**src/hdl/twsg_div_cell.sv**
```systemverilog
module twsg_div_cell #(
    parameter int DW = 17,
    parameter int NW = 31,
    parameter int QW = 31,
    parameter int PW = 3
) (
    input  logic          i_clk,
    input  logic          i_rst_n,
    input  logic          i_en,
    input  logic          i_valid,
    input  logic [DW-1:0] i_rem,
    input  logic [DW-1:0] i_div,
    input  logic [NW-1:0] i_num,
    input  logic [QW-1:0] i_quo,
    input  logic [PW-1:0] i_side,
    output logic          o_valid,
    output logic [DW-1:0] o_rem,
    output logic [DW-1:0] o_div,
    output logic [NW-1:0] o_num,
    output logic [QW-1:0] o_quo,
    output logic [PW-1:0] o_side
);

    logic [DW:0]   w_trial;
    logic [DW:0]   w_diff;
    logic          w_ge;
    logic [DW-1:0] n_rem;

    // one restoring step: bring down a numerator bit, subtract if it fits
    always_comb begin
        w_trial = {i_rem, i_num[NW-1]};
        w_diff  = w_trial - {1'b0, i_div};
        w_ge    = (w_trial >= {1'b0, i_div});
        n_rem   = w_ge ? w_diff[DW-1:0] : w_trial[DW-1:0];
    end

    always_ff @(posedge i_clk) begin
        if (!i_rst_n) begin
            o_valid <= 1'b0;
        end else if (i_en) begin
            o_valid <= i_valid;
        end
    end

    always_ff @(posedge i_clk) begin
        if (i_en) begin
            o_rem  <= n_rem;
            o_div  <= i_div;
            o_num  <= {i_num[NW-2:0], 1'b0};
            o_quo  <= {i_quo[QW-2:0], w_ge};
            o_side <= i_side;
        end
    end

endmodule

```
**config.mk**
```make
export PLATFORM = sky130hd
export DESIGN_NAME = twsg_div_cell
export DESIGN_NICKNAME = d
export VERILOG_FILES = /design/src/hdl/twsg_div_cell.sv
export SDC_FILE = /design/constraint.sdc
export NUM_CORES = 1
export LEC_CHECK = 0
export BUFFER_PORTS_ARGS = -buffer_cell sky130_fd_sc_hd__clkbuf_2
export CAP_MARGIN = 40
export CORE_MARGIN = 2
export CORE_UTILIZATION = 45
export DETAILED_ROUTE_END_ITERATION = 8
export GPL_TIMING_DRIVEN = 0
export PLACE_DENSITY = 0.85
export SYNTH_ARGS = -nofsm -noshare
export SYNTH_HDL_FRONTEND = slang
export SYNTH_SLANG_ARGS = --single-unit
```
**constraint.sdc**
```tcl
create_clock -name i_clk -period 2.8 [get_ports i_clk]
set_clock_uncertainty 0.1 [all_clocks]
set_input_delay 0.28 -clock i_clk [delete_from_list [all_inputs] [get_ports i_clk]]
set_output_delay 0.28 -clock i_clk [all_outputs]
set_load 0.05 [all_outputs]
```
==> reports/summary.txt <==
status -> complete, no violations
post-DR vias/cell -> 5.24
CP Launch Type -> primary input
core area -> 8760 um^2
Nets -> 675
Static Leak -> 0.00277 uW
met1 Usage GRT -> 0.313
endpoints failing setup -> 0
CP max FO -> 10
Max-Slew Margin vs Limit -> 0.542
CTS tree -> done
die area -> 9880 um^2
worst hold path type -> in2reg
Peak Freq -> 0.393 GHz
cell row count -> 34
ys async rst share -> 0
htree depth -> 3
Die H -> 99.4 um
Overflow after GRT -> 0
Synth area leader -> edfxtp_1
Top Usage Layer GRT -> met2
clk sink count -> 99
Non-Filler Instances -> 667
RSZ-0062 raised after global routing -> false
CTS root buf -> clkbuf_8
setup bufs post-CTS -> 0
synth top area cells -> edfxtp_1 (72%), ha_1 (5.2%), inv_1 (2.1%), nand2_1 (2.1%), a21oi_1 (1.6%)
final hold vios -> 0
Tmin final -> 2.55 ns
CP cell instances -> clkbuf_2 -> inv_1 -> ha_1 -> inv_1 -> fa_1 -> a21oi_1 -> or3_4 -> a2111oi_4 -> nor3_2 -> clkbuf_2 -> o21ai_1
WL/cell -> 20.1 um
antenna violations before repair -> 0
count of input and output buffers -> 200
Post-synth EDFFs -> 98
Ant. Diodes -> 0
syn_nets -> 389
Worst-Skew Late Latency -> 0.35 ns
die width -> 99.4 um
num ports -> 203
WL final -> 13400 um
number of max-cap violations -> 0
Post-Place Cells -> 577
number of remaining DRC errors -> 0
CP Buf/Inv Count -> 4
post-synthesis sequential area ratio -> 0.723
power consumption -> 3800 uW
Initial Util -> 0.467
critical path's top delay family -> simple AND/OR/NAND/NOR gates
slew at the pin with the worst max-slew slack -> 0.687 ns
CP max stage delay -> 0.41 ns
GR met2 Demand/Resource -> 0.462
footprint of the multi-input gates -> 1020 um^2
met3 Use GR -> 0.0759
first-pass GRT wire length -> 19600 um
total CTS buffers -> 9
via count -> 3495
yosys warns -> 0
largest net degree at the start of global routing -> 55
cells after synthesis -> 268
kind of critical path -> in2reg
fin. max-slew vios -> 0
Area Overhead vs Synth -> 51.1%
number of global-route vias before repair -> 3493
clock-pin slew on the worst setup and hold paths -> 0.10 ns
DRT iter0 DRCs -> 259
GRT Resource Usage Total -> 0.265
clock tree buffer depth -> 2
Fill cells -> 561
FF/Latch Area -> 2960 um^2
Synth Register Bits -> 99
HPWL after DPL -> 7960 um
synth unique cells -> 46
Slowest-stage cell, CP -> fa_1
Mean Syn Cell Area -> 15.3 um^2
fin crit share -> 0.909
Power Density -> 614 nW/um^2
first-pass iteration count of the detailed router -> 5
Max VDD drop -> 0.000276 V
gpl congestion -> 0.834
synthesized cell area -> 4100 um^2
post-synth top area share -> 0.718
Worst Setup End Kind -> flip-flop
data arrival time of the critical path -> 2.54 ns
share of layout cells above drive strength 1 -> 0.413
fin util -> 0.706
DRT antenna net count -> 0
Crit path required time -> 2.80 ns
Post-synth top flop -> edfxtp_1
==> layout make-up <==
class,count,share of cell area
Clock buffer,10,0.0206
Multi-Input combinational cell,142,0.165
Clock inverter,6,0.00930
Tap cell,108,0.0218
Inverter,23,0.0139
Buffer,4,0.00465
Sequential cell,99,0.479
Timing Repair Buffer,275,0.286
==> cell usage in the layout, fill, tap and decap left out, types with 2 or more instances in the layout <==
master | netlist | layout
a211oi_1 | 3 | 3
a21boi_0 | 2 | 2
a21o_1 | 6 | 6
a21oi_1 | 13 | 13
clkbuf_2 | 0 | 200
clkbuf_8 | 0 | 9
clkinv_4 | 0 | 3
dlygate4sd3_1 | 0 | 74
edfxtp_1 | 98 | 98
ha_1 | 17 | 17
inv_1 | 23 | 23
inv_8 | 0 | 2
mux2i_1 | 2 | 2
nand2_1 | 23 | 23
nand2b_1 | 3 | 3
nand3_1 | 2 | 2
nor2_1 | 6 | 6
nor2b_1 | 3 | 3
nor3_1 | 4 | 4
o21a_1 | 2 | 2
o21ai_0 | 8 | 8
o21ai_1 | 12 | 12
o31ai_1 | 2 | 2
o31ai_2 | 2 | 2
or3_1 | 3 | 3
xnor2_1 | 5 | 5
xor2_1 | 5 | 5
==> worst paths after layout <==
check	startpoint	endpoint	slack [ns]	cells after the start
setup reg to reg	o_valid$_SDFFE_PN0P_	o_valid$_SDFFE_PN0P_	2.02	2
hold / removal	i_div[15]	o_div[15]$_DFFE_PP_	0.02	1
setup / recovery	i_num[30]	o_rem[10]$_DFFE_PP_	0.25	11
hold reg to reg	o_valid$_SDFFE_PN0P_	o_valid$_SDFFE_PN0P_	0.49	2
==> power by group <==
group	total [uW]	internal [uW]	switching, uW
sequential	1830	1790	47.1
clock	881	345	537
combinational	1080	313	772
total	3800	2450	1360
==> flip-flops by register name (all words and copies together) (netlist names) <==
name / cells
o_side: 3
o_quo: 31
o_num: 30
o_rem: 17
o_valid: 1
o_div: 17
==> synth_stat cells, drive strengths merged, types with 2 or more instances <==
cell	number
xor2	5
o21a	2
nor2	6
a21boi	2
or3	4
edfxtp	98
ha	17
inv	23
a21oi	13
nor2b	3
buf	3
nand2b	3
a211oi	3
xnor2	5
o31ai	4
mux2i	2
a21o	6
nand3	3
nand2	23
o21ai	20
nor3	5
==> repair_timing <==
| action | CTS | global route |
|---|---|---|
| resized for setup | 0 | 2 |
| hold buffers | 74 | 0 |
| setup endpoints to repair | 0 | 10 |
| endpoints found under the hold margin | 74 | 0 |
==> cell families after synthesis <==
logic type                 synth area share
other                              0.000915
muxes                               0.00764
buffers and inverters                0.0278
xor gates and xnor gates             0.0214
AOI/OAI and AO/OA                     0.100
adders and majority gates            0.0568
DFF                                   0.723
and+or+nand+nor                      0.0620
==> per-stage QoR <==
| stage | setup TNS [ns] | worst slack (ns) | hold WS (ns) | instance area (um^2) |
|---|---|---|---|---|
| global placement | -1.43 | -0.212 | 0.358 | 5230 |
| floorplan | 0 | 0.400 | 0.279 | 4100 |
| detailed placement | -2.10 | -0.279 | 0.359 | 5260 |
| global route | 0 | 0.0267 | 0.00393 | 6190 |
| CTS | 0 | 0.104 | 0.000231 | 6190 |
| finish | 0 | 0.254 | 0.0238 | 6190 |
==> metal layers <==
layer  routed length (um)  part of all wire  vias up
li1                     -                 -     1579
met3                  981             0.073       38
met2                 6860              0.51      195
met5                    0                 0        -
met1                 5060              0.38     1683
met4                  483             0.036        0
(Power assumes the default switching activity.)
