File: src/hdl/twsg_pkg.sv
package twsg_pkg;

    // cordic datapath word, signed Q2.30 with headroom
    localparam int CW = 34;
    typedef logic signed [CW-1:0] t_cw;

    // result status codes
    localparam logic [1:0] ST_OK      = 2'd0;
    localparam logic [1:0] ST_BAD_CFG = 2'd1;
    localparam logic [1:0] ST_RANGE   = 2'd2;
    localparam logic [1:0] ST_TAN_SAT = 2'd3;

    // function select codes, anything else is tangent
    localparam logic [1:0] MODE_SIN = 2'd0;
    localparam logic [1:0] MODE_COS = 2'd1;

    // register indexes
    localparam logic [2:0] REG_FUNC_MODE    = 3'd0;
    localparam logic [2:0] REG_LINE_LENGTH  = 3'd1;
    localparam logic [2:0] REG_POINT_COUNT  = 3'd2;
    localparam logic [2:0] REG_AMPLITUDE    = 3'd3;
    localparam logic [2:0] REG_FREQUENCY    = 3'd4;
    localparam logic [2:0] REG_PHASE_OFFSET = 3'd5;
    localparam logic [2:0] REG_LEVEL_OFFSET = 3'd6;

    // 1/(2*pi) in Q0.64, split in halves
    localparam logic [31:0] INV_TWO_PI_LO = 32'h9391054A;
    localparam logic [31:0] INV_TWO_PI_HI = 32'h28BE60DB;
    // pi/2 in Q32
    localparam logic [32:0] HALF_PI_Q32   = 33'h1921FB544;
    // 1/K cordic gain in Q30
    localparam t_cw CORDIC_GAIN = t_cw'(652032874);

    localparam logic signed [31:0] S32_MAX = 32'sh7FFFFFFF;
    localparam logic signed [31:0] S32_MIN = 32'sh80000000;

    // sideband of the index divider
    typedef struct packed {
        logic [1:0] status;
        logic       last;
    } t_dside;

    // sideband along the angle path
    typedef struct packed {
        logic [30:0] x;
        logic [1:0]  status;
        logic        last;
    } t_pside;

    typedef struct packed {
        logic [1:0] quad;
        t_pside     p;
    } t_cside;

    // sideband of the tangent divider
    typedef struct packed {
        t_cw    f;
        logic   tneg;
        logic   sn_neg;
        logic   cz;
        logic   ovf;
        t_pside p;
    } t_tside;

    typedef struct packed {
        logic [31:0] x;
        logic [31:0] y;
        logic        last;
        logic [1:0]  status;
    } t_item;

    // arctangent of 2^-i in Q30
    function automatic t_cw cordic_atan(input int idx);
        t_cw v;
        case (idx)
            0:  v = t_cw'(843314857);
            1:  v = t_cw'(497837830);
            2:  v = t_cw'(263043837);
            3:  v = t_cw'(133525159);
            4:  v = t_cw'(67021687);
            5:  v = t_cw'(33543516);
            6:  v = t_cw'(16775851);
            7:  v = t_cw'(8388437);
            8:  v = t_cw'(4194283);
            9:  v = t_cw'(2097149);
            10: v = t_cw'(1048576);
            11: v = t_cw'(524288);
            12: v = t_cw'(262144);
            13: v = t_cw'(131072);
            14: v = t_cw'(65536);
            15: v = t_cw'(32768);
            16: v = t_cw'(16384);
            17: v = t_cw'(8192);
            18: v = t_cw'(4096);
            19: v = t_cw'(2048);
            20: v = t_cw'(1024);
            21: v = t_cw'(512);
            22: v = t_cw'(256);
            23: v = t_cw'(128);
            24: v = t_cw'(64);
            25: v = t_cw'(32);
            26: v = t_cw'(16);
            27: v = t_cw'(8);
            28: v = t_cw'(4);
            29: v = t_cw'(2);
            default: v = t_cw'(1);
        endcase
        return v;
    endfunction

endpackage

File: src/hdl/twsg_cordic_cell.sv
module twsg_cordic_cell import twsg_pkg::*; #(
    parameter int STAGE = 0,
    parameter int PW    = 36
) (
    input  logic          i_clk,
    input  logic          i_rst_n,
    input  logic          i_en,
    input  logic          i_valid,
    input  t_cw           i_x,
    input  t_cw           i_y,
    input  t_cw           i_z,
    input  logic [PW-1:0] i_side,
    output logic          o_valid,
    output t_cw           o_x,
    output t_cw           o_y,
    output t_cw           o_z,
    output logic [PW-1:0] o_side
);

    localparam t_cw ATAN = cordic_atan(STAGE);

    t_cw w_dx;
    t_cw w_dy;
    t_cw n_x;
    t_cw n_y;
    t_cw n_z;

    // rotate toward zero residual angle
    always_comb begin
        w_dx = i_y >>> STAGE;
        w_dy = i_x >>> STAGE;
        if (!i_z[CW-1]) begin
            n_x = i_x - w_dx;
            n_y = i_y + w_dy;
            n_z = i_z - ATAN;
        end else begin
            n_x = i_x + w_dx;
            n_y = i_y - w_dy;
            n_z = i_z + ATAN;
        end
    end

    always_ff @(posedge i_clk) begin
        if (!i_rst_n) begin
            o_valid <= 1'b0;
        end else if (i_en) begin
            o_valid <= i_valid;
        end
    end

    always_ff @(posedge i_clk) begin
        if (i_en) begin
            o_x    <= n_x;
            o_y    <= n_y;
            o_z    <= n_z;
            o_side <= i_side;
        end
    end

endmodule

File: config.mk
export PLATFORM = sky130hd
export DESIGN_NAME = twsg_cordic_cell
export DESIGN_NICKNAME = d
export VERILOG_FILES = /design/src/hdl/twsg_pkg.sv /design/src/hdl/twsg_cordic_cell.sv
export SDC_FILE = /design/constraint.sdc
export NUM_CORES = 1
export LEC_CHECK = 0
export ABC_CLOCK_PERIOD_IN_PS = 5750
export BUFFER_PORTS_ARGS = -buffer_cell sky130_fd_sc_hd__buf_2
export CAP_MARGIN = 20
export CORE_MARGIN = 10
export CORE_UTILIZATION = 45
export CTS_CLUSTER_DIAMETER = 30
export DETAILED_ROUTE_END_ITERATION = 10
export MAX_ROUTING_LAYER = met4
export PLACE_DENSITY_LB_ADDON = 0.1
export RECOVER_POWER = 25
export SYNTH_ARGS = -nofsm -noshare
export SYNTH_HDL_FRONTEND = slang
export SYNTH_SLANG_ARGS = --single-unit
export TNS_END_PERCENT = 50
File: constraint.sdc
create_clock -name i_clk -period 5.75 [get_ports i_clk]
set_input_delay 0.2875 -clock i_clk [delete_from_list [all_inputs] [get_ports i_clk]]
set_output_delay 0.2875 -clock i_clk [all_outputs]
set_load 0.05 [all_outputs]
==> flow_summary.toml, run 1 <==
[worst_setup_path]
critPathBufInv = 2
crit_family = "compound AO/OA/AOI/OAI gates"
critPathSlowestCell = "buf_4"
path_cells = "buf_4 > inv_2 > ha_1 > and2b_1 > o31ai_2 > a21oi_2 > a41oi_2 > o221ai_2 > o21a_1 > o221ai_2 > mux2i_1 > nand3_1"
worstSetupPathType = "input pin to flop"
critPathMaxFanout = 54
end_kind = "flop"
cp_data_required_time_ns = 5.92
crit_path_frequent_cell = "o221ai_2"
crit_arrival_ns = 3.62
setup.worst_path.start_class = "input pin"
cpPeakStageDelay_ns = 0.47

[final_layout]
final_cells = 1848
fin_nets = 1779
layout-drive-gt1-share_pct = 23.7
area_growth_pct = 19.0

[sta]
fin_crit_sh_pct = 59.9
hold_violations = 0
rsz0062_at_grt = "false"
fin_skew_ns = 0
setup_viol = 0
setup_tns_ns = 0
slew_headroom_pct = 46.6
max_freq_mhz = 290
drv_slew = 0
tightest_slew_ns = 0.801
fin_crit_ns = 3.44

[placed_design]
hpwl_microns = 29800
gp_congestion = 0.952
portBuffers = 280
dp_cells = 1812

[synthesis]
ys_seq_area_share_pct = 35.5
syn_avg_cell_area_sq_um = 9.35
yosysUniqueCellTypes = 85
ys_async_sr_fraction_pct = 0
synth.net_count = 1524
yosys_warnings = 0
synth_edf_count = 137
synth_area_leaders = "edfxtp_1 35%, ha_1 14%, a21oi_1 5.8%"
syn_area_sq_um = 11700
synthFlopType = "edfxtp_1"
synth_cells = 1246
yosysTopAreaCell = "edfxtp_1"
synth_top_area_share_pct = 35.3
ys_ff_latch = 138

[die]
start_util_pct = 46.0
core_sq_um = 25300
die-area_sq_um = 32700
die_w_microns = 181
die_y_microns = 181
ios = 281
floorplan.rows = 58

[hold_path]
min_path_type = "input pin to flop"

[grt]
grt_use_met2_pct = 34.4
grt_pass1_vias = 9996
grt_overflow = 0
grt_pass1_wl_microns = 57700
grtUsageTotal_pct = 22.5
use_met1_pct = 30.7
use_met3_pct = 3.06
grt_max_degree = 83
grt-busiest-layer = "met2"
antenna_found_initial = 3

[clocking]
cts.clk_slew.worst_paths_ns = 0.08
numCtsBuffers = 17
cts_buffer_depth = 2
cts_setup_buffers = 0
cts.sinks = 138
cts_tree = "done"
cts_root_buffer = "clkbuf_16"
cts_hold_buf = 0
cts_resized = 0
clkLatencyLatePin_ns = 0.42
h-tree-depth = 4

[routing]
detail-route-antenna-nets = 0
route.vias.total = 10500
first_pass_iters = 6
routed_via_density = 5.67
post-route-drc-count = 0
drt_iter0_drc = 1056
wl_microns = 37600
wl_per_cell_microns = 20.3

[run_status]
run_status = "complete, no violations"

[power]
swShare_pct = 42.4
clockPowerShare_pct = 27.9
pwr-share-comb_pct = 39.7
switchingPower_mw = 1.75
peakVddDrop_mv = 0.193
power.density_nw_per_um2 = 298
p_int_mw = 2.38
p_seq_share_pct = 32.4
leakagePower_nw = 6.21

[job]
maxCapViolCount = 0
==> power groups by stage <==
| stage | Sequential [mW] | Combinational [mW] | Clock [mW] |
|---|---|---|---|
| after floorplan | 1.87 | 0.683 | 0 |
| final | 1.34 | 1.64 | 1.16 |
| after CTS | 1.34 | 1.64 | 1.18 |
| after global placement | 1.36 | 1.63 | 0 |
| after detailed placement | 1.36 | 1.63 | 0 |
| after global routing | 1.35 | 1.75 | 1.22 |
==> logic make-up (layout without fill, tap and decap cells) <==
kind of cell | count (synthesis) | in the layout | share of synthesized area [%]
fa+ha+maj | 136 | 136 | 14.9
xor+xnor | 91 | 91 | 6.84
other cells | 0 | 4 | 0
flops | 138 | 138 | 35.5
buf+inv | 166 | 434 | 5.84
mux | 17 | 17 | 1.46
compound gates | 396 | 396 | 22.6
simple gates | 302 | 302 | 13.0
==> final cells by class <==
cell class,count,area (sq um)
diodes,4,10.0
clock buffers,17,425
clock inverters,15,170
fillers,2350,11500
inverters,119,447
multi-input cells,942,6840
flip-flops and latches,138,4130
well taps,330,413
repair buffers,283,1430
==> cell usage after synthesis (5+ instances only) <==
cell type,count
edfxtp_1,137
a21oi_1,134
ha_1,132
inv_1,111
nor2_1,101
xnor2_1,72
o21ai_0,64
nand2_1,53
a21o_1,39
nor3_1,32
o21bai_1,27
nand3_1,23
clkbuf_1,19
xor2_1,19
nor2b_1,18
mux2i_1,17
nand4_1,14
o21ai_1,14
o31ai_1,13
a211oi_1,12
a31oi_1,12
buf_2,12
or3_1,10
and3_1,9
nand2b_1,9
o211ai_1,9
buf_4,7
o21a_1,7
buf_1,6
inv_2,6
nor4_1,6
a21oi_2,5
and2_1,5
==> metal layers <==
layer	up-vias	share of wire [%]
li1	5043	-
met1	4970	46
met2	430	46
met3	30	6.5
met4	0	1.6
met5	-	0
==> placed cells by master (no fill, tap or decap), types with 6 or more instances in the layout <==
master / Yosys / routed
o21ai_1: 14 / 14
nor3_1: 32 / 32
ha_1: 132 / 132
nor2_1: 101 / 101
inv_2: 6 / 6
a21o_1: 39 / 39
nand4_1: 14 / 14
nand3_1: 23 / 23
xor2_1: 19 / 19
o21a_1: 7 / 7
o21ai_0: 64 / 64
xnor2_1: 72 / 72
clkbuf_16: 0 / 17
mux2i_1: 17 / 17
inv_1: 111 / 111
edfxtp_1: 137 / 137
nor2b_1: 18 / 18
a211oi_1: 12 / 12
nand2b_1: 9 / 9
a21oi_1: 134 / 134
o31ai_1: 13 / 13
buf_2: 12 / 276
o211ai_1: 9 / 9
o21bai_1: 27 / 27
or3_1: 10 / 10
a31oi_1: 12 / 12
nor4_1: 6 / 6
and3_1: 9 / 9
nand2_1: 53 / 53
==> worst reg2reg max path: stages, from the launching register on <==
cell and delay (ns):
dfxtp_1 0.34, mux2i_1 0.07, nor2b_1 0.14
==> state kept, by name (all words and copies together), names as in the netlist <==
register	cells
o_side	36
o_x	34
o_z	34
o_y	33
o_valid	1
==> stage by stage <==
stage | hold WS, ns | area, sq um | worst slack (ns) | power (mW) | util (%)
after detailed placement | 0.466 | 13300 | 1.90 | 2.99 | 52.4
after floorplan | 0.386 | 11700 | 2.21 | 2.55 | -
after CTS | 0.00651 | 13900 | 2.35 | 4.16 | 54.7
after global routing | 0.0101 | 13900 | 2.06 | 4.33 | 54.8
after global placement | 0.465 | 13300 | 1.97 | 2.99 | 52.4
final | 0.0222 | 13900 | 2.31 | 4.14 | 54.8
==> path summary, 6_finish.rpt <==
kind	startpoint	end	slack [ns]	cells after the start
max	i_z[33]	o_z[32]	2.31	12
min	i_side[25]	o_side[25]	0.02	1
min reg2reg	o_valid	o_valid	0.54	2
max reg2reg	o_valid	o_valid	5.14	2
(Power assumes the default switching activity.)
==> run 2: changes to the inputs <==
ABC_CLOCK_PERIOD_IN_PS = 3250   (was 5750)
clock period = 3.25 ns   (was 5.75 ns; I/O delays follow)
==> flow_summary.toml, run 2 (synthesis gave the netlist of run 1 again) <==
[final_layout]
reg_top3 = "o_side: 36 flops, o_x: 34 flops, o_z: 34 flops"
fin_nets = 1872
area_growth_pct = 25.9
final.fill_count = 2280
largest_reg_flops = 36
largest_register = "o_side"
layout_common_cells = "275 x buf_2, 137 x edfxtp_1, 134 x a21oi_1"
layout-drive-gt1-share_pct = 25.6
fin_util_pct = 57.9
final_common_cell = "buf_2"
final_cells = 1938

[power]
switchingPower_mw = 3.14
peakVddDrop_mv = 0.452
power_mw = 7.55
pwr-share-comb_pct = 40.4
leakagePower_nw = 6.64
p_int_mw = 4.41
p_seq_share_pct = 31.4
power.density_nw_per_um2 = 515
clockPowerShare_pct = 28.2
swShare_pct = 41.6

[worst_setup_path]
end_kind = "flop"
crit_arrival_ns = 3.03
critPathMaxFanout = 13
setup.worst_path.start_class = "input pin"
cp_data_required_time_ns = 3.42
worstSetupPathType = "input pin to flop"

[placed_design]
gp_congestion = 0.968
portBuffers = 280
dp_cells = 1867
hpwl_microns = 31100
pre_cts_ws_ns = 0.000968

[sta]
max_freq_mhz = 350
setup_viol = 0
hold_violations = 0
tightest_slew_ns = 1.61
fin_crit_sh_pct = 88.0
fin_skew_ns = 0
fin_crit_ns = 2.86
slew_headroom_pct = -7.47
rsz0062_at_grt = "false"
fin_ws_ns = 0.390
drv_slew = 61
whs_ns = 0.0546

[routing]
detail-route-antenna-nets = 0
wl_microns = 39100
drt_iter0_drc = 993
top_layer = "met4"
first_pass_iters = 5
dr_wl_met2_microns = 18000
wl_met1_microns = 18000
routed_via_density = 5.60
route.vias.total = 10900
wl_met3_microns = 2640
wl_per_cell_microns = 20.2
post-route-drc-count = 0

[die]
start_util_pct = 46.0
die_w_microns = 181
core_sq_um = 25300
die_y_microns = 181
ios = 281
floorplan.rows = 58
die-area_sq_um = 32700

[grt]
antenna_found_initial = 1
grt_pass1_wl_microns = 60400
grt_pass1_vias = 10500
grt_overflow = 0
grtUsageTotal_pct = 23.4
grt_max_degree = 70

[clocking]
cts.sinks = 138
cts_resized = 0
cts_hold_buf = 38
h-tree-depth = 4
cts_tree = "done"
cts.clk_slew.worst_paths_ns = 0.07
cts_root_buffer = "clkbuf_16"
numCtsBuffers = 17
clkLatencyLatePin_ns = 0.43
cts_setup_buffers = 0
cts_buffer_depth = 2

[run_status]
violations = "capacitance limit, slew limit"
run_status = "finished, violations left"

[job]
maxCapViolCount = 1

[hold_path]
min_path_type = "input pin to flop"
==> run 2: changes by cell type in the layout (fill, tap and decap cells not counted) <==
cell / delta
buf_2: -1
bufinv_16: +1
clkbuf_1: +2
buf_4: +54
buf_6: -1
diode_2: -3
inv_8: +2
dlygate4sd3_1: +38
clkbuf_2: +1
clkinv_4: -1
inv_6: -2
==> run 2: worst max-delay path, stage by stage <==
cell and delay (ns):
buf_2 0.10, inv_1 0.05, ha_1 0.57, nand4_1 0.27
nor4_1 0.42, o21ai_0 0.33, o211ai_1 0.23, a41oi_1 0.22
buf_4 0.20, nor2b_1 0.10, o21ai_1 0.07, o21bai_1 0.17
xnor2_1 0.13
==> run 2: layer usage <==
metal | vias up | global-route usage [%]
li1 | 5229 | -
met1 | 5147 | 31.3
met2 | 448 | 36.9
met3 | 31 | 3.70
met4 | 0 | 4.75
met5 | - | -
==> run 2: worst paths after layout <==
kind            from       to  slack, ns  cells past startpoint
min           i_z[0]   o_z[0]       0.05                      2
max           i_x[8]  o_y[33]       0.39                     13
min reg2reg  o_valid  o_valid       1.08                      3
max reg2reg  o_valid  o_valid       2.06                      3
==> run 2: power by group through the flow <==
stage / Sequential [mW] / Clock [mW] / Combinational (mW)
after floorplan: 3.31 / 0 / 1.21
after global placement: 2.40 / 0 / 2.98
after detailed placement: 2.41 / 0 / 2.99
after CTS: 2.37 / 2.17 / 3.04
after global routing: 2.40 / 2.23 / 3.25
final: 2.37 / 2.13 / 3.05
==> run 2: metrics by stage <==
step / instance area [sq um] / TNS, ns
detailed placement: 13700 / 0
global placement: 13700 / -0.0227
finish: 14700 / 0
global route: 14700 / 0
CTS: 14700 / 0
floorplan: 11700 / 0
==> run 2: final cells by class <==
type,count,area (sq um),share of cell area (%)
sequential,138,4130,28.2
timing repair buffer,376,2210,15.1
clock buffer,17,425,2.90
multi-input combinational,942,6840,46.6
clock inverter,15,196,1.34
inverter,119,447,3.04
tap,330,413,2.81
antenna,1,2.50,0.0171
==> run 3: changes to the inputs <==
CORE_MARGIN = 2   (was 10)
==> flow_summary.toml, run 3 (synthesis gave the netlist of run 1 again) <==
[clocking]
clkLatencyLatePin_ns = 0.43
cts_setup_buffers = 0
numCtsBuffers = 17
cts_root_buffer = "clkbuf_16"
cts.sinks = 138
cts_buffer_depth = 2
cts.clk_slew.worst_paths_ns = 0.07
cts_tree = "done"
h-tree-depth = 4
cts_hold_buf = 38
cts_resized = 0

[grt]
grt_pass1_vias = 10000
grt_max_degree = 62
grtUsageTotal_pct = 27.1
grt_pass1_wl_microns = 54900
grt_overflow = 0
antenna_found_initial = 1

[worst_setup_path]
reg2reg_slack_ns = 2.06
r2r_start = "o_valid"
crit_path_frequent_cell = "buf_4"
crit_arrival_ns = 2.86
critPathMaxFanout = 8
path_cells = "buf_2 > inv_1 > ha_1 > nand4_1 > nor4_1 > buf_4 > o211ai_1 > buf_4 > a31oi_1 > buf_4 > o41ai_2 > buf_4 > a221o_1 > xnor2_1"
end_kind = "flop"
cpPeakStageDelay_ns = 0.47
setup.worst_path.start_class = "input pin"
worstSetupPathType = "input pin to flop"
r2r_cells = 3
critPathSlowestCell = "ha_1"
cp_data_required_time_ns = 3.42
r2r-end = "o_valid"

[die]
ios = 281
start_util_pct = 46.0
floorplan.rows = 58
die_y_microns = 165
die-area_sq_um = 27200
core_sq_um = 25300
die_w_microns = 165

[power]
clockPowerShare_pct = 28.0
p_seq_share_pct = 31.6
swShare_pct = 41.3
peakVddDrop_mv = 0.326
power_mw = 7.52
leakagePower_nw = 6.70
pwr-share-comb_pct = 40.4
p_int_mw = 4.42
power.density_nw_per_um2 = 510
switchingPower_mw = 3.11

[final_layout]
largest_register = "o_side"
fin_util_pct = 58.3
area_growth_pct = 26.6
layout-drive-gt1-share_pct = 26.1
reg_top3 = "o_side: 36 flops, o_x: 34 flops, o_z: 34 flops"
fin_nets = 1883
final_common_cell = "buf_2"
largest_reg_flops = 36
layout_common_cells = "273 x buf_2, 137 x edfxtp_1, 134 x a21oi_1"

[routing]
routed_via_density = 5.57
detail-route-antenna-nets = 0
drt_iter0_drc = 924
wl_per_cell_microns = 18.9
post-route-drc-count = 0
first_pass_iters = 5
wl_microns = 36900
route.vias.total = 10900

[sta]
fin_skew_ns = 0
drv_slew = 0
setup_viol = 0
hold_violations = 0
whs_ns = 0.0566
fin_crit_sh_pct = 82.9
tightest_slew_ns = 1.49
max_freq_mhz = 371
rsz0062_at_grt = "false"
slew_headroom_pct = 0.986
setup_tns_ns = 0
fin_crit_ns = 2.69
fin_ws_ns = 0.556

[hold_path]
hold_end = "o_z[0]"
min_path_cells = 2
min_path_type = "input pin to flop"
hold_start = "i_z[0]"

[run_status]
violations = "capacitance limit"
run_status = "finished, violations left"

[placed_design]
hpwl_microns = 29100
pre_cts_ws_ns = 0.166
portBuffers = 280
gp_congestion = 0.951

[job]
maxCapViolCount = 1
==> run 3: layer usage <==
metal / track usage (%) / part of all wire, % / vias to the layer above
li1: - / - / 5252
met1: 35.7 / 44 / 5085
met2: 43.3 / 46 / 473
met3: 4.50 / 7.7 / 52
met4: 7.59 / 2.3 / 0
met5: - / 0 / -
==> run 3: how the worst max path moves through the flow <==
| stage | start | to | slack [ns] | cells past startpoint |
|---|---|---|---|---|
| after floorplan | i_z[33] | o_z[32] | 0.19 | 13 |
| final | i_x[10] | o_x[31] | 0.56 | 14 |
| after CTS | i_x[0] | o_x[28] | 0.61 | 12 |
| after global routing | i_x[10] | o_y[21] | 0.41 | 12 |
| after global placement | i_x[10] | o_x[31] | 0.02 | 14 |
| after detailed placement | i_x[0] | o_x[28] | 0.17 | 12 |
==> run 3: cell type report <==
cell class	instances	area [sq um]
Inverter	119	447
Clock buffer	17	425
Fill cell	2268	10600
Timing Repair Buffer	387	2300
Sequential cell	138	4130
Antenna cell	1	2.50
Clock inverter	15	198
Tap cell	330	413
Multi-Input combinational cell	942	6840
==> run 3: power groups by stage <==
stage          logic [mW]  registers, mW  clock network (mW)
6_report             3.04           2.38                2.10
5_1_grt              3.24           2.40                2.21
4_1_cts              3.03           2.38                2.14
3_5_place_dp         2.98           2.42                   0
3_3_place_gp         2.97           2.42                   0
2_1_floorplan        1.21           3.31                   0
==> run 3: metrics by stage <==
stage | cells | cell area (sq um)
after floorplan | 1246 | 11700
after global placement | 1878 | 13800
after detailed placement | 1878 | 13800
after CTS | 1948 | 14800
after global routing | 1949 | 14800
final | 1949 | 14800
==> run 3: critical path, delay by kind of cell <==
| kind | cells | cell delay, ns |
|---|---|---|
| xor gates and xnor gates | 1 | 0.15 |
| buffers and inverters | 6 | 0.83 |
| adders and majority gates | 1 | 0.47 |
| and+or+nand+nor | 2 | 0.62 |
| AOI/OAI and AO/OA | 4 | 0.62 |
